## src/rtl/dbt_pkg.sv

```systemverilog
// Shared types and constants for the DRAM bank timing state machine.
// Used by dbt_cfg, dbt_core and dram_bank_timing_fsm; depends on nothing.
package dbt_pkg;

  localparam int BURST_LEN = 8;
  localparam int ROW_BITS  = 16;
  localparam int BEAT_W    = $clog2(BURST_LEN + 1);

  localparam int MODE_W  = 3;
  localparam int ROW_W   = 16;
  localparam int CFG_AW  = 3;
  localparam int CFG_DW  = 8;
  localparam int IN_W    = 24;
  localparam int OUT_W   = 32;

  typedef enum logic [1:0] {
    ST_IDLE        = 2'd0,
    ST_ACTIVATING  = 2'd1,
    ST_ACTIVE      = 2'd2,
    ST_PRECHARGING = 2'd3
  } bank_state_t;

  typedef enum logic [2:0] {
    CMD_NOP = 3'd0,
    CMD_ACT = 3'd1,
    CMD_RD  = 3'd2,
    CMD_WR  = 3'd3,
    CMD_PRE = 3'd4
  } cmd_t;

  typedef enum logic [2:0] {
    CFG_TRCD = 3'd0,
    CFG_TRP  = 3'd1,
    CFG_TRAS = 3'd2,
    CFG_TRTP = 3'd3,
    CFG_TWR  = 3'd4,
    CFG_TCL  = 3'd5,
    CFG_TWL  = 3'd6,
    CFG_TCCD = 3'd7
  } cfg_idx_t;

  localparam logic [5:0] TRCD_RST = 6'd14;
  localparam logic [5:0] TRP_RST  = 6'd14;
  localparam logic [7:0] TRAS_RST = 8'd33;
  localparam logic [5:0] TRTP_RST = 6'd5;
  localparam logic [5:0] TWR_RST  = 6'd16;
  localparam logic [5:0] TCL_RST  = 6'd14;
  localparam logic [5:0] TWL_RST  = 6'd4;
  localparam logic [3:0] TCCD_RST = 4'd2;

  typedef struct packed {
    logic [5:0] trcd;
    logic [5:0] trp;
    logic [7:0] tras;
    logic [5:0] trtp;
    logic [5:0] twr;
    logic [5:0] tcl;
    logic [5:0] twl;
    logic [3:0] tccd;
  } cfg_t;

  typedef struct packed {
    logic              cmd_error;
    logic              bank_prepared;
    logic              data_busy;
    logic              pre_ready;
    logic              wr_ready;
    logic              rd_ready;
    logic              act_ready;
    logic              open_row_valid;
    logic [ROW_W-1:0]  open_row;
    bank_state_t       bank_state;
  } res_t;

endpackage

```

## src/rtl/dbt_cfg.sv

```systemverilog
// Timing register file for the DRAM bank timing state machine.
// Depends on dbt_pkg for the register indexes, reset values and cfg_t.
module dbt_cfg
  import dbt_pkg::*;
(
  input  logic              clk,
  input  logic              rst,
  input  logic              cfg_we,
  input  logic [CFG_AW-1:0] cfg_addr,
  input  logic [CFG_DW-1:0] cfg_wdata,
  output cfg_t              cfg
);

  always_ff @(posedge clk) begin
    if (rst) begin
      cfg.trcd <= TRCD_RST;
      cfg.trp  <= TRP_RST;
      cfg.tras <= TRAS_RST;
      cfg.trtp <= TRTP_RST;
      cfg.twr  <= TWR_RST;
      cfg.tcl  <= TCL_RST;
      cfg.twl  <= TWL_RST;
      cfg.tccd <= TCCD_RST;
    end else if (cfg_we) begin
      case (cfg_idx_t'(cfg_addr))
        CFG_TRCD: cfg.trcd <= cfg_wdata[5:0];
        CFG_TRP:  cfg.trp  <= cfg_wdata[5:0];
        CFG_TRAS: cfg.tras <= cfg_wdata[7:0];
        CFG_TRTP: cfg.trtp <= cfg_wdata[5:0];
        CFG_TWR:  cfg.twr  <= cfg_wdata[5:0];
        CFG_TCL:  cfg.tcl  <= cfg_wdata[5:0];
        CFG_TWL:  cfg.twl  <= cfg_wdata[5:0];
        CFG_TCCD: cfg.tccd <= cfg_wdata[3:0];
        default: ;
      endcase
    end
  end

endmodule

```

## src/rtl/dbt_core.sv

```systemverilog
// Bank state, open row and timing counters, with the per-tick status logic.
// Depends on dbt_pkg; the state advances once for each step strobe.
module dbt_core
  import dbt_pkg::*;
(
  input  logic              clk,
  input  logic              rst,
  input  logic              step,
  input  logic [MODE_W-1:0] mode,
  input  logic [ROW_W-1:0]  row,
  input  cfg_t              cfg,
  output res_t              res
);

  bank_state_t          phase, phase_next;
  logic [ROW_BITS-1:0]  active_row, active_row_next;
  logic [ROW_BITS-1:0]  pending_row, pending_row_next;
  logic [5:0]           rcd_count, rcd_count_next;
  logic [5:0]           rp_count, rp_count_next;
  logic [7:0]           ras_count, ras_count_next;
  logic [5:0]           rtp_count, rtp_count_next;
  logic [5:0]           wr_count, wr_count_next;
  logic [5:0]           cl_count, cl_count_next;
  logic [5:0]           wl_count, wl_count_next;
  logic [3:0]           ccd_count, ccd_count_next;
  logic                 overlap_flag, overlap_flag_next;
  logic                 prepared_flag, prepared_flag_next;
  logic [BEAT_W-1:0]    beat_count, beat_count_next;

  logic  is_active, act_rdy, col_rdy, pre_rdy;
  logic  rcd_done, rp_done, first_data, busy;
  cmd_t  cmd;

  assign is_active = (phase == ST_ACTIVE);
  assign act_rdy   = (phase == ST_IDLE);
  assign col_rdy   = is_active && (ccd_count == 4'd0 || ccd_count >= cfg.tccd);
  assign pre_rdy   = is_active && (ras_count >= cfg.tras)
                     && (rtp_count == 6'd0 || rtp_count >= cfg.trtp)
                     && (wr_count == 6'd0 || wr_count >= cfg.twr);
  assign rcd_done  = ({1'b0, rcd_count} + 7'd1) >= {1'b0, cfg.trcd};
  assign rp_done   = ({1'b0, rp_count} + 7'd1) >= {1'b0, cfg.trp};

  always_comb begin
    case (mode)
      CMD_ACT: cmd = act_rdy ? CMD_ACT : CMD_NOP;
      CMD_RD:  cmd = col_rdy ? CMD_RD : CMD_NOP;
      CMD_WR:  cmd = col_rdy ? CMD_WR : CMD_NOP;
      CMD_PRE: cmd = pre_rdy ? CMD_PRE : CMD_NOP;
      default: cmd = CMD_NOP;
    endcase
  end

  always_comb begin
    first_data = (cl_count != 6'd0 && cl_count == cfg.tcl)
                 || (wl_count != 6'd0 && wl_count == cfg.twl)
                 || ((cl_count == 6'd1 || wl_count == 6'd1) && overlap_flag);
    if (beat_count > BEAT_W'(1) && beat_count < BEAT_W'(BURST_LEN)) begin
      beat_count_next = beat_count + BEAT_W'(1);
      busy = 1'b1;
    end else if (beat_count == BEAT_W'(BURST_LEN)) begin
      beat_count_next = '0;
      busy = 1'b1;
    end else if (first_data) begin
      beat_count_next = BEAT_W'(2);
      busy = 1'b1;
    end else begin
      beat_count_next = beat_count;
      busy = 1'b0;
    end
  end

  always_comb begin
    res.bank_state     = phase;
    res.open_row       = is_active ? ROW_W'(active_row) : '0;
    res.open_row_valid = is_active;
    res.act_ready      = act_rdy;
    res.rd_ready       = col_rdy;
    res.wr_ready       = col_rdy;
    res.pre_ready      = pre_rdy;
    res.data_busy      = busy;
    res.bank_prepared  = prepared_flag;
    res.cmd_error      = (mode != CMD_NOP) && (cmd == CMD_NOP);
  end

  always_comb begin
    phase_next       = phase;
    pending_row_next = pending_row;
    active_row_next  = active_row;
    case (phase)
      ST_IDLE: begin
        if (cmd == CMD_ACT) begin
          phase_next       = ST_ACTIVATING;
          pending_row_next = ROW_BITS'(row);
        end
      end
      ST_ACTIVATING: begin
        if (rcd_done) begin
          phase_next      = ST_ACTIVE;
          active_row_next = pending_row;
        end
      end
      ST_ACTIVE: begin
        if (cmd == CMD_PRE) phase_next = ST_PRECHARGING;
      end
      ST_PRECHARGING: begin
        if (rp_done) phase_next = ST_IDLE;
      end
      default: phase_next = ST_IDLE;
    endcase
  end

  always_comb begin
    if (cmd == CMD_RD && ({1'b0, cl_count} + 7'd1) == {1'b0, cfg.tcl}) begin
      overlap_flag_next = 1'b1;
    end else if (cmd == CMD_WR && ({1'b0, wl_count} + 7'd1) == {1'b0, cfg.twl}) begin
      overlap_flag_next = 1'b1;
    end else begin
      overlap_flag_next = 1'b0;
    end

    if (!prepared_flag && phase == ST_ACTIVATING && rcd_done) begin
      prepared_flag_next = 1'b1;
    end else if (cmd == CMD_RD || cmd == CMD_WR || cmd == CMD_PRE) begin
      prepared_flag_next = 1'b0;
    end else begin
      prepared_flag_next = prepared_flag;
    end

    if (cmd == CMD_ACT) rcd_count_next = 6'd1;
    else if (phase == ST_ACTIVATING) rcd_count_next = rcd_done ? 6'd0 : rcd_count + 6'd1;
    else rcd_count_next = 6'd0;

    if (cmd == CMD_PRE) rp_count_next = 6'd1;
    else if (cmd == CMD_ACT) rp_count_next = 6'd0;
    else if (rp_count >= 6'd1 && rp_count < cfg.trp) rp_count_next = rp_count + 6'd1;
    else rp_count_next = rp_count;

    if (cmd == CMD_ACT) ras_count_next = 8'd1;
    else if (cmd == CMD_PRE) ras_count_next = 8'd0;
    else if (ras_count >= 8'd1 && ras_count != 8'hFF) ras_count_next = ras_count + 8'd1;
    else ras_count_next = ras_count;

    if (cmd == CMD_RD) rtp_count_next = 6'd1;
    else if (cmd == CMD_PRE) rtp_count_next = 6'd0;
    else if (rtp_count >= 6'd1 && rtp_count != 6'h3F) rtp_count_next = rtp_count + 6'd1;
    else rtp_count_next = rtp_count;

    if (cmd == CMD_WR) wr_count_next = 6'd1;
    else if (cmd == CMD_PRE) wr_count_next = 6'd0;
    else if (wr_count >= 6'd1 && wr_count != 6'h3F) wr_count_next = wr_count + 6'd1;
    else wr_count_next = wr_count;

    if (cmd == CMD_RD) cl_count_next = 6'd1;
    else if (cl_count >= cfg.tcl) cl_count_next = 6'd0;
    else if (cl_count >= 6'd1) cl_count_next = cl_count + 6'd1;
    else cl_count_next = cl_count;

    if (cmd == CMD_WR) wl_count_next = 6'd1;
    else if (wl_count >= cfg.twl) wl_count_next = 6'd0;
    else if (wl_count >= 6'd1) wl_count_next = wl_count + 6'd1;
    else wl_count_next = wl_count;

    if (cmd == CMD_RD || cmd == CMD_WR) ccd_count_next = 4'd1;
    else if (ccd_count >= cfg.tccd) ccd_count_next = 4'd0;
    else if (ccd_count >= 4'd1) ccd_count_next = ccd_count + 4'd1;
    else ccd_count_next = ccd_count;
  end

  always_ff @(posedge clk) begin
    if (rst) begin
      phase         <= ST_IDLE;
      active_row    <= '0;
      pending_row   <= '0;
      rcd_count     <= '0;
      rp_count      <= TRP_RST;
      ras_count     <= '0;
      rtp_count     <= '0;
      wr_count      <= '0;
      cl_count      <= '0;
      wl_count      <= '0;
      ccd_count     <= '0;
      overlap_flag  <= 1'b0;
      prepared_flag <= 1'b0;
      beat_count    <= '0;
    end else if (step) begin
      phase         <= phase_next;
      active_row    <= active_row_next;
      pending_row   <= pending_row_next;
      rcd_count     <= rcd_count_next;
      rp_count      <= rp_count_next;
      ras_count     <= ras_count_next;
      rtp_count     <= rtp_count_next;
      wr_count      <= wr_count_next;
      cl_count      <= cl_count_next;
      wl_count      <= wl_count_next;
      ccd_count     <= ccd_count_next;
      overlap_flag  <= overlap_flag_next;
      prepared_flag <= prepared_flag_next;
      beat_count    <= beat_count_next;
    end
  end

endmodule

```

## src/rtl/dram_bank_timing_fsm.sv

```systemverilog
// Top level of the DRAM bank timing state machine: input register, core, result register.
// Depends on dbt_pkg, dbt_cfg and dbt_core.
//
//   channel   direction  word
//   s_axis    in         one command tick: mode, row
//   m_axis    out        bank status sampled before that tick's command
//   cfg       in         timing register write, index 0 to 7
//
// One word is accepted per cycle while the output does not stall; results are registered.
// The bank state and all counters advance when a word leaves the input register.
// Reset clears the bank to idle, the timing registers to their defaults and both stages.
// A stalled output holds its word; the input register keeps taking words while it can.
module dram_bank_timing_fsm
  import dbt_pkg::*;
(
  input  logic              clk,
  input  logic              rst,
  input  logic              s_axis_tvalid,
  output logic              s_axis_tready,
  input  logic [IN_W-1:0]   s_axis_tdata,   // mode[2:0], row[18:3], zero fill
  output logic              m_axis_tvalid,
  input  logic              m_axis_tready,
  output logic [OUT_W-1:0]  m_axis_tdata,   // bank_state[1:0], open_row[17:2],
                                            // open_row_valid, act_ready, rd_ready,
                                            // wr_ready, pre_ready, data_busy,
                                            // bank_prepared, cmd_error, zero fill
  input  logic              cfg_we,
  input  logic [CFG_AW-1:0] cfg_addr,
  input  logic [CFG_DW-1:0] cfg_wdata
);

  cfg_t              cfg;
  res_t              res;
  res_t              out_res;
  logic              in_valid;
  logic [MODE_W-1:0] in_mode;
  logic [ROW_W-1:0]  in_row;
  logic              advance;

  assign advance       = in_valid && (!m_axis_tvalid || m_axis_tready);
  assign s_axis_tready = !in_valid || advance;

  always_ff @(posedge clk) begin
    if (rst) begin
      in_valid <= 1'b0;
    end else if (s_axis_tready) begin
      in_valid <= s_axis_tvalid;
    end
  end

  always_ff @(posedge clk) begin
    if (s_axis_tvalid && s_axis_tready) begin
      in_mode <= s_axis_tdata[2:0];
      in_row  <= s_axis_tdata[18:3];
    end
  end

  dbt_cfg u_cfg (
    .clk       (clk),
    .rst       (rst),
    .cfg_we    (cfg_we),
    .cfg_addr  (cfg_addr),
    .cfg_wdata (cfg_wdata),
    .cfg       (cfg)
  );

  dbt_core u_core (
    .clk  (clk),
    .rst  (rst),
    .step (advance),
    .mode (in_mode),
    .row  (in_row),
    .cfg  (cfg),
    .res  (res)
  );

  always_ff @(posedge clk) begin
    if (rst) begin
      m_axis_tvalid <= 1'b0;
    end else if (!m_axis_tvalid || m_axis_tready) begin
      m_axis_tvalid <= in_valid;
    end
  end

  always_ff @(posedge clk) begin
    if (advance) begin
      out_res <= res;
    end
  end

  assign m_axis_tdata = {6'd0, out_res.cmd_error, out_res.bank_prepared, out_res.data_busy,
                         out_res.pre_ready, out_res.wr_ready, out_res.rd_ready,
                         out_res.act_ready, out_res.open_row_valid, out_res.open_row,
                         out_res.bank_state};

`ifndef SYNTHESIS
  a_row_valid_tracks_state: assert property (@(posedge clk) disable iff (rst)
    m_axis_tvalid |-> (out_res.open_row_valid == (out_res.bank_state == ST_ACTIVE)))
    else $error("open_row_valid disagrees with bank_state");

  a_prepared_only_active: assert property (@(posedge clk) disable iff (rst)
    (m_axis_tvalid && out_res.bank_prepared) |-> (out_res.bank_state == ST_ACTIVE))
    else $error("bank_prepared reported outside the active state");

  a_col_ready_match: assert property (@(posedge clk) disable iff (rst)
    m_axis_tvalid |-> (out_res.rd_ready == out_res.wr_ready))
    else $error("read and write readiness differ");

  a_stall_only_when_full: assert property (@(posedge clk) disable iff (rst)
    !s_axis_tready |-> (in_valid && m_axis_tvalid && !m_axis_tready))
    else $error("input stalled while the pipeline could move");
`endif

endmodule

```

## config.mk

```make
export PLATFORM = sky130hd
export DESIGN_NAME = dram_bank_timing_fsm
export DESIGN_NICKNAME = d
export VERILOG_FILES = /design/src/rtl/dbt_pkg.sv /design/src/rtl/dbt_cfg.sv /design/src/rtl/dbt_core.sv /design/src/rtl/dram_bank_timing_fsm.sv
export SDC_FILE = /design/constraint.sdc
export NUM_CORES = 1
export LEC_CHECK = 0
export ABC_AREA = 1
export ABC_CLOCK_PERIOD_IN_PS = 2500
export BUFFER_PORTS_ARGS = -buffer_cell sky130_fd_sc_hd__buf_2
export CORE_UTILIZATION = 40
export DETAILED_ROUTE_END_ITERATION = 10
export HOLD_SLACK_MARGIN = 0.02
export SYNTH_ARGS = -nofsm -noshare
export SYNTH_HDL_FRONTEND = slang
export SYNTH_SLANG_ARGS = --single-unit
export TNS_END_PERCENT = 1
```

## constraint.sdc

```tcl
create_clock -name clk -period 2.5 [get_ports clk]
set_clock_uncertainty 0.1 [all_clocks]
set_input_delay 0.25 -clock clk [delete_from_list [all_inputs] [get_ports clk]]
set_output_delay 0.25 -clock clk [all_outputs]
set_load 0.01 [all_outputs]
```

==> impl_metrics.py, run 1 <==
metrics = {
    "outcome": {
        "status": "complete, no violations",
    },
    "clock_tree": {
        "clock_path_buffers": 2,
        "clk_pin_slew_ns": 0.09,
        "cts_root_buffer": "clkbuf_16",
        "worstSkewPairLatency_ns": 0.44,
        "post-cts-setup-buffer-count": 0,
        "cts_tree": "yes",
        "clock_sinks": 182,
        "cts_made_buffers": 17,
        "htree_levels": 4,
    },
    "global_route": {
        "grt_pass1_vias": 7101,
        "grt_max_degree": 117,
        "grt_pass1_wl_mm": 34.9,
        "grtUsageTotal": 0.178,
        "globalRouteOverflowTotal": 0,
        "antenna_found_initial": 0,
    },
    "place": {
        "dp_hpwl_mm": 14.7,
        "numPortBuffers": 62,
        "dp_slack_ns": 0.0672,
        "placed_cell_area_mm2": 0.0103,
        "gp_congestion": 0.839,
        "dpl.cell_count": 1580,
    },
    "timing": {
        "tightest_slew_ns": 0.566,
        "slew_headroom": 0.621,
        "post-route-period-util": 0.919,
        "setup_ws_ns": 0.202,
        "finalCriticalPeriod_ns": 2.30,
        "finalMaxSlewViolations": 0,
        "max_freq_mhz": 435,
        "setup_viol_count_final": 0,
        "whs_ns": 0.106,
        "fin_tns_setup_ns": 0,
        "hold_violations": 0,
    },
    "min_path": {
        "hold_path.class": "input port to register",
        "min_path_cells": 2,
    },
    "routing": {
        "drc": 0,
        "drtPass1Iterations": 4,
        "wl_met2_mm": 9.56,
        "wl_per_cell_um": 12.9,
        "routed_wl_mm": 21.1,
        "via_per_inst": 4.72,
        "met3_length_um": 639,
        "drt-initial-drc-count": 403,
        "routed.top_layer": "met4",
        "wl_met1_mm": 10.7,
        "num_vias": 7710,
        "antenna_left": 0,
    },
    "run": {
        "max-cap-violations": 0,
    },
    "synthesis": {
        "synthMuxAreaShare": 0,
        "synthAdderAreaFrac": 0.112,
        "synth_top_family_by_area": "simple AND/OR/NAND/NOR gates",
        "ys_warn_count": 0,
        "synth-compound-area-share": 0.121,
        "netlist_area_mm2": 0.00965,
        "yosysSeqAreaShare": 0.423,
        "synth_edf_count": 44,
        "synth_xor_area_frac": 0.0345,
        "syn_inst": 1214,
        "synth.avg_cell_area_um2": 7.95,
        "ys_types": 47,
        "ys_ff_latch": 182,
        "synth_ff_type": "dfxtp_1",
        "synthSimpleGateAreaFrac": 0.222,
        "synthArstFlopShare": 0,
    },
    "final_layout": {
        "fillers": 2326,
        "antenna_cells": 0,
        "fin_area_mm2": 0.0113,
        "instances_no_fill": 1635,
        "drive_gt1_frac": 0.120,
        "syn2layout_area_growth_pct": 17.1,
        "fin_util": 0.480,
        "nNetsFinal": 1429,
    },
    "setup_path": {
        "path_max_fanout": 7,
        "r2r_cells": 11,
        "crit_path_end_kind": "register",
        "startpoint_type": "register",
        "critPathRequiredTime_ns": 2.63,
        "worstSetupPathType": "register to register",
        "cp.arrival_ns": 2.43,
    },
    "die": {
        "die_w_um": 157,
        "initial_core_util": 0.410,
        "num_rows": 56,
        "die_area_mm2": 0.0248,
        "pin_count": 74,
        "die_y_um": 157,
        "core_area_mm2": 0.0235,
    },
    "power": {
        "leakage_nw": 5.23,
        "powerDensity_mw_per_mm2": 756,
        "p_total_mw": 8.54,
        "ir_worst_vdd_mv": 0.443,
    },
}
worst max-delay path, cell delays in order, from the launching register on:
cell and delay (ns):
dfxtp_1 0.40, inv_1 0.12, ha_1 0.30, o21ai_2 0.14, nand2_2 0.08, a21oi_4 0.15, nand2_4 0.07, nand2_1 0.06
inv_1 0.09, o21ai_2 0.18, nand3_1 0.12, a31oi_1 0.27
power breakdown:
| group | leakage (nW) | total (mW) | switching, mW | internal [mW] |
|---|---|---|---|---|
| logic | 3.37 | 2.20 | 1.34 | 0.863 |
| clock network | 0.313 | 2.90 | 1.48 | 1.42 |
| registers | 1.55 | 3.44 | 0.216 | 3.22 |
logic make-up (layout without fill, tap and decap cells):
group | count (synthesis) | in the layout
AND/OR/NAND/NOR | 486 | 486
buffers and inverters | 211 | 308
AO/OA/AOI/OAI | 210 | 210
flip-flops | 182 | 182
adder cells (fa/ha/maj) | 86 | 86
XOR/XNOR | 38 | 38
other | 1 | 6
routing by layer:
| metal | vias to the layer above | track usage |
|---|---|---|
| li1 | 4128 | - |
| met1 | 3472 | 0.244 |
| met2 | 97 | 0.289 |
| met3 | 13 | 0.0306 |
| met4 | 0 | 0.0458 |
| met5 | - | 0 |
timing repair:
item / 4_1_cts / 5_1_grt
gates resized for setup: 0 / 18
endpoints found under the hold margin: 23 / 0
hold buffers: 23 / 0
setup endpoints to repair: 0 / 28
final cells by class:
type                    count  area [um^2]  area share
clock buffers              17          425      0.0376
clock inverters            15          229      0.0203
inverters                 171          646      0.0571
multi-input cells         826         4790       0.424
flip-flops and latches    182         4100       0.362
well taps                 319          399      0.0353
repair buffers            105          719      0.0637
layout by cell type (no fill, tap or decap), drive strengths merged, types with 33 or more instances in the layout:
cell,netlist,final
nand2,186,186
nand3,70,70
o21ai,87,87
ha,86,86
edfxtp,44,44
dfxtp,138,138
xor2,33,33
buf,23,82
a21oi,89,89
inv,171,178
nor2,182,182
cell usage after synthesis, drive strengths merged, types with 20 or more instances:
library cell | instances | area share
nand4 | 20 | 0.013
a21oi | 89 | 0.047
edfxtp | 44 | 0.14
nand3 | 70 | 0.041
inv | 171 | 0.067
nor2 | 182 | 0.072
o211ai | 22 | 0.017
ha | 86 | 0.11
dfxtp | 138 | 0.29
xor2 | 33 | 0.030
buf | 23 | 0.015
nand2 | 186 | 0.077
o21ai | 87 | 0.046
registers in the layout, summed over array words and instances, names as in the netlist, 8 cells and up:
register            flops
in_row                 16
m_axis_tdata           25
u_cfg.cfg              48
u_core.active_row      16
u_core.pending_row     16
u_core.ras_count        8
worst paths after layout:
check        slack, ns                  to                start
max               0.20    m_axis_tdata[25]  u_core.ccd_count[0]
min               0.11  u_core.cl_count[1]                  rst
min reg2reg       0.37       u_cfg.cfg[23]        u_cfg.cfg[23]
max reg2reg       0.20    m_axis_tdata[25]  u_core.ccd_count[0]
Power figures use the tool's default switching activity.
==> run 2, diff against run 1 <==
--- a/config.mk
+++ b/config.mk
@@ -6,7 +6,7 @@
 export NUM_CORES = 1
 export LEC_CHECK = 0
 export ABC_AREA = 1
-export ABC_CLOCK_PERIOD_IN_PS = 2500
+export ABC_CLOCK_PERIOD_IN_PS = 2000
 export BUFFER_PORTS_ARGS = -buffer_cell sky130_fd_sc_hd__buf_2
 export CORE_UTILIZATION = 40
 export DETAILED_ROUTE_END_ITERATION = 10
==> constraint.sdc (replaced) <==
create_clock -name clk -period 2 [get_ports clk]
set_clock_uncertainty 0.1 [all_clocks]
set_input_delay 0.2 -clock clk [delete_from_list [all_inputs] [get_ports clk]]
set_output_delay 0.2 -clock clk [all_outputs]
set_load 0.01 [all_outputs]
==> run 2 against run 1 <==
Effect of this change: the flow now finishes with violations (negative setup slack); largest cell class unchanged; highest routed layer unchanged; global-route usage up 1.2 points; setup slack worse by 0.39 ns; critical endpoint is now u_core.active_row[2]; die area unchanged; maximum frequency up 4.9%; worst hold slack worse by 0.037 ns; sequential share of layout area down 2.8 points.
==> impl_metrics.py, run 2 (same netlist as run 1, synthesis figures left out) <==
metrics = {
    "final_layout": {
        "final_cell_mix": "nor2_1, nand2_1, inv_1",
        "regMostFlops": "u_cfg.cfg",
        "nNetsFinal": 1526,
        "drive_gt1_frac": 0.220,
        "antenna_cells": 0,
        "largest_reg_flops": 48,
        "syn2layout_area_growth_pct": 27.6,
        "instances_no_fill": 1732,
        "fin_util": 0.523,
        "final_common_cell": "nor2_1",
        "fillers": 2273,
    },
    "setup_path": {
        "startpoint_type": "register",
        "worstSetupPathType": "register to register",
        "cp.arrival_ns": 2.41,
        "ff2ff_setup_slack_ns": -0.19,
        "worstReg2RegEnd": "u_core.active_row[2]",
        "path_max_fanout": 8,
        "rr_startpoint": "u_core.rcd_count[0]",
        "r2r_cells": 12,
        "crit_path_end_kind": "register",
        "critPathRequiredTime_ns": 2.22,
    },
    "power": {
        "leakage_nw": 5.74,
        "ir_worst_vdd_mv": 0.631,
        "powerDensity_mw_per_mm2": 901,
    },
    "routing": {
        "antenna_left": 0,
        "wl_per_cell_um": 13.0,
        "drc": 0,
        "via_per_inst": 4.74,
        "drt-initial-drc-count": 439,
        "num_vias": 8207,
        "routed_wl_mm": 22.5,
        "drtPass1Iterations": 5,
    },
    "die": {
        "die_w_um": 157,
        "initial_core_util": 0.410,
        "die_area_mm2": 0.0248,
        "pin_count": 74,
        "core_area_mm2": 0.0235,
        "die_y_um": 157,
        "num_rows": 56,
    },
    "global_route": {
        "antenna_found_initial": 0,
        "grt_max_degree": 49,
        "grtUsageTotal": 0.190,
        "globalRouteOverflowTotal": 0,
        "grt_pass1_wl_mm": 36.8,
        "grt_pass1_vias": 7689,
    },
    "outcome": {
        "violations": "negative setup slack",
        "status": "finished with violations",
    },
    "timing": {
        "post-route-period-util": 1.10,
        "finalCriticalPeriod_ns": 2.19,
        "finalMaxSlewViolations": 0,
        "slew_headroom": 0.663,
        "setup_ws_ns": -0.191,
        "setup_viol_count_final": 37,
        "rsz0062_at_grt": "true",
        "tightest_slew_ns": 0.502,
        "hold_violations": 0,
        "max_freq_mhz": 456,
    },
    "min_path": {
        "min-delay-start": "cfg_wdata[2]",
        "whs_endpoint": "u_cfg.cfg[6]",
        "hold_path.class": "input port to register",
        "min_path_cells": 3,
    },
    "clock_tree": {
        "worstSkewPairLatency_ns": 0.44,
        "cts_made_buffers": 17,
        "cts_root_buffer": "clkbuf_16",
        "clock_path_buffers": 2,
        "clk_pin_slew_ns": 0.07,
        "htree_levels": 4,
        "clock_sinks": 182,
        "cts_tree": "yes",
    },
    "place": {
        "gp_congestion": 0.803,
        "dp_hpwl_mm": 16.0,
        "dpl.cell_count": 1674,
        "dp_slack_ns": -0.237,
        "numPortBuffers": 62,
    },
    "run": {
        "max-cap-violations": 0,
    },
}
==> run 2: cell count changes in the layout (fill, tap and decap cells not counted), moves of 8 or more <==
cell / before / now
a21oi_2: 0 / 12
ha_1: 83 / 74
o21ai_0: 84 / 65
dfxtp_2: 3 / 11
dfxtp_1: 133 / 122
buf_4: 17 / 104
a21oi_1: 88 / 76
o21ai_1: 1 / 20
ha_4: 2 / 12
==> run 2: where the power goes <==
part / internal, mW / switching [mW]
Clock: 1.76 / 1.52
Sequential: 4.04 / 0.204
Combinational: 1.58 / 1.98
Total: 7.39 / 3.70
==> run 2: routing by layer <==
| layer | part of all wire | wire, um | vias up | track usage |
|---|---|---|---|---|
| li1 | - | - | 4330 | - |
| met1 | 0.49 | 11100 | 3735 | 0.256 |
| met2 | 0.46 | 10400 | 123 | 0.311 |
| met3 | 0.027 | 606 | 19 | 0.0311 |
| met4 | 0.015 | 345 | 0 | 0.0573 |
| met5 | 0 | 0 | - | 0 |
==> run 2: through the flow <==
stage | hold WS [ns] | total power [mW] | instance area, um^2 | TNS (ns)
CTS | 0.0539 | 11.1 | 12200 | -4.36
detailed placement | 0.279 | 7.55 | 11200 | -6.62
global route | 0.0610 | 11.8 | 12300 | -12.28
floorplan | 0.162 | 6.45 | 9740 | -0.421
finish | 0.0690 | 11.1 | 12300 | -3.91
global placement | 0.277 | 7.48 | 11200 | -4.61
==> run 2: repair_timing <==
item,4_1_cts,5_1_grt
setup endpoints to repair,58,87
hold buffers,24,0
gates resized for setup,49,35
pin swaps,24,10
endpoints found under the hold margin,23,0
setup buffers,2,0
==> run 2: worst max-delay path: stages, from the launching register on <==
cell      delay, ns
dfxtp_4        0.36
ha_4           0.17
nand3_2        0.07
xor2_1         0.14
inv_1          0.10
ha_4           0.28
a21oi_2        0.04
o211ai_1       0.16
inv_1          0.08
nand3_2        0.12
nand2_4        0.09
o21ai_0        0.29
nor2_1         0.07
==> run 2: layout make-up <==
| cell class | instances | area, um^2 | share of cell area |
|---|---|---|---|
| clock buffers | 19 | 443 | 0.0360 |
| clock inverters | 13 | 126 | 0.0103 |
| inverters | 171 | 648 | 0.0526 |
| multi-input cells | 826 | 5060 | 0.411 |
| flip-flops and latches | 182 | 4120 | 0.334 |
| well taps | 319 | 399 | 0.0324 |
| repair buffers | 202 | 1520 | 0.123 |
==> run 2: worst max-delay path by stage <==
stage | start | to | slack (ns) | cells past startpoint
3_3_place_gp | u_core.rcd_count[0] | u_core.phase[1] | -0.17 | 12
2_1_floorplan | u_core.rp_count[1] | u_core.phase[0] | -0.04 | 14
6_report | u_core.rcd_count[0] | u_core.active_row[2] | -0.19 | 12
3_5_place_dp | u_core.rp_count[1] | u_core.phase[1] | -0.24 | 14
5_1_grt | u_core.rp_count[0] | u_core.phase[1] | -0.33 | 14
4_1_cts | u_core.rcd_count[0] | u_core.phase[1] | -0.22 | 14
==> run 3, diff against run 2 <==
--- a/config.mk
+++ b/config.mk
@@ -8,9 +8,11 @@
 export ABC_AREA = 1
 export ABC_CLOCK_PERIOD_IN_PS = 2000
 export BUFFER_PORTS_ARGS = -buffer_cell sky130_fd_sc_hd__buf_2
+export CAP_MARGIN = 20
 export CORE_UTILIZATION = 40
 export DETAILED_ROUTE_END_ITERATION = 10
 export HOLD_SLACK_MARGIN = 0.02
+export REMOVE_ABC_BUFFERS = 1
 export SYNTH_ARGS = -nofsm -noshare
 export SYNTH_HDL_FRONTEND = slang
 export SYNTH_SLANG_ARGS = --single-unit
==> run 3 against run 2 <==
Effect of this change: cell area rose by 0.42%; sequential share of layout area fell by 0.17 points; via count fell by 0.39%; sequential power barely moved; global-route usage rose by 0.082 points; setup slack got worse by 0.073 ns; register-to-register slack got worse by 0.07 ns; largest cell class unchanged; flip-flop and latch count did not move; the flow still finishes with violations (negative setup slack); first-iteration DRC count fell by 13%.
==> impl_metrics.py, run 3 (same netlist as run 1, synthesis figures left out) <==
metrics = {
    "global_route": {
        "grt_max_degree": 75,
        "globalRouteOverflowTotal": 0,
        "grt_pass1_vias": 7710,
        "antenna_found_initial": 0,
        "grt_pass1_wl_mm": 37.3,
        "grtUsageTotal": 0.191,
    },
    "clock_tree": {
        "cts_tree": "yes",
        "htree_levels": 4,
        "clock_path_buffers": 2,
        "clk_pin_slew_ns": 0.09,
        "cts_made_buffers": 17,
        "clock_sinks": 182,
        "cts_root_buffer": "clkbuf_16",
        "worstSkewPairLatency_ns": 0.44,
    },
    "setup_path": {
        "startpoint": "u_core.rcd_count[0]",
        "path_max_fanout": 16,
        "cp.arrival_ns": 2.50,
        "worstSetupPathType": "register to register",
        "startpoint_type": "register",
        "crit_path_cell_trace": "nand3_4 > nand3b_1 > xnor2_2 > ha_1 > inv_1 > o211ai_1 > inv_1 > nand3_2 > nand2_4 > buf_12 > o21ai_1 > nor2_1",
        "slowest_stage": "dfxtp_4",
        "crit_top_cell": "inv_1",
        "r2r_cells": 12,
        "rr_startpoint": "u_core.rcd_count[0]",
        "critPathRequiredTime_ns": 2.24,
        "crit_end": "u_core.active_row[9]",
        "worst_path_largest_cell_delay_ns": 0.39,
        "worstReg2RegEnd": "u_core.active_row[9]",
        "crit_path_end_kind": "register",
        "ff2ff_setup_slack_ns": -0.26,
    },
    "routing": {
        "via_per_inst": 4.76,
        "antenna_left": 0,
        "drtPass1Iterations": 4,
        "drc": 0,
        "wl_per_cell_um": 13.2,
        "drt-initial-drc-count": 384,
        "num_vias": 8175,
        "routed_wl_mm": 22.7,
    },
    "die": {
        "die_w_um": 157,
        "die_y_um": 157,
        "initial_core_util": 0.410,
        "num_rows": 56,
        "die_area_mm2": 0.0248,
        "core_area_mm2": 0.0235,
        "pin_count": 74,
    },
    "place": {
        "numPortBuffers": 62,
        "dp_hpwl_mm": 15.3,
        "placed_cell_area_mm2": 0.0110,
        "gp_congestion": 0.890,
        "dpl.cell_count": 1658,
    },
    "outcome": {
        "status": "finished with violations",
        "violations": "negative setup slack",
    },
    "final_layout": {
        "largest_reg_flops": 48,
        "drive_gt1_frac": 0.220,
        "fin_util": 0.525,
        "syn2layout_area_growth_pct": 28.1,
        "fin_area_mm2": 0.0124,
        "final_common_cell": "nor2_1",
        "nNetsFinal": 1511,
        "antenna_cells": 0,
        "final_cell_mix": "nor2_1, nand2_1, inv_1",
        "regMostFlops": "u_cfg.cfg",
        "instances_no_fill": 1717,
    },
    "timing": {
        "max_freq_mhz": 442,
        "finalCriticalPeriod_ns": 2.26,
        "finalMaxSlewViolations": 0,
        "setup_ws_ns": -0.264,
        "rsz0062_at_grt": "true",
        "slew_headroom": 0.627,
        "post-route-period-util": 1.13,
        "hold_violations": 0,
        "tightest_slew_ns": 0.559,
        "setup_viol_count_final": 52,
        "whs_ns": 0.0489,
    },
    "min_path": {
        "hold_path.class": "input port to register",
        "min_path_cells": 3,
    },
    "power": {
        "powerDensity_mw_per_mm2": 916,
        "leakage_nw": 5.74,
        "ir_worst_vdd_mv": 0.514,
    },
    "run": {
        "max-cap-violations": 0,
    },
}
==> run 3: changes by cell type in the layout (fill, tap and decap cells not counted), sizes merged <==
cell and change:
clkbuf -2, clkinvlp -4, bufinv -1, inv +3
buf -14, clkinv +4, dlygate4sd3 -1
==> run 3: power breakdown <==
part	internal [mW]	total [mW]	leakage [nW]	switching, mW
logic	1.54	3.53	3.88	1.99
clock network	1.74	3.53	0.306	1.79
registers	4.04	4.25	1.55	0.215
total	7.33	11.3	5.74	3.99
==> run 3: through the flow <==
stage | setup slack (ns) | total power [mW] | setup TNS, ns
after detailed placement | -0.380 | 7.50 | -12.75
after global placement | -0.357 | 7.46 | -11.61
final | -0.264 | 11.3 | -6.92
after CTS | -0.208 | 11.2 | -6.51
after global routing | -0.397 | 12.0 | -14.80
after floorplan | -0.574 | 6.40 | -29.87
==> run 3: what timing repair did <==
action	CTS	global route
pin swaps	13	13
setup endpoints to repair	63	72
endpoints found under the hold margin	23	0
hold buffers	23	0
buffers inserted	2	2
resized for setup	48	81
==> run 3: metal layers <==
layer / track usage / up-vias / wire length [um] / part of all wire
met3: 0.0286 / 13 / 723 / 0.032
li1: - / 4305 / - / -
met1: 0.254 / 3731 / 11100 / 0.49
met5: 0 / - / 0 / 0
met2: 0.319 / 126 / 10700 / 0.47
met4: 0.0532 / 0 / 192 / 0.0085
==> run 3: cell type report <==
type                    count  area [um^2]
clock buffers              17          425
clock inverters            15          216
fillers                  2225        11200
inverters                 171          658
multi-input cells         826         5150
flip-flops and latches    182         4110
well taps                 319          399
repair buffers            187         1400
==> run 3: worst min-delay path by stage <==
stage,start,to,slack [ns]
floorplan,rst,in_valid,0.17
global placement,s_axis_tdata[18],in_row[15],0.28
detailed placement,s_axis_tdata[12],in_row[9],0.28
CTS,cfg_wdata[5],u_cfg.cfg[33],0.03
global route,cfg_wdata[4],u_cfg.cfg[20],0.04
finish,cfg_wdata[4],u_cfg.cfg[20],0.05
==> run 3: critical path, delay by kind of cell, from the launching register on <==
family                     cells  cell delay (ns)
adders and majority gates      1             0.33
AOI/OAI and AO/OA              2             0.33
buffers and inverters          3             0.31
DFF                            1             0.39
xor gates and xnor gates       1             0.18
and+or+nand+nor                5             0.53
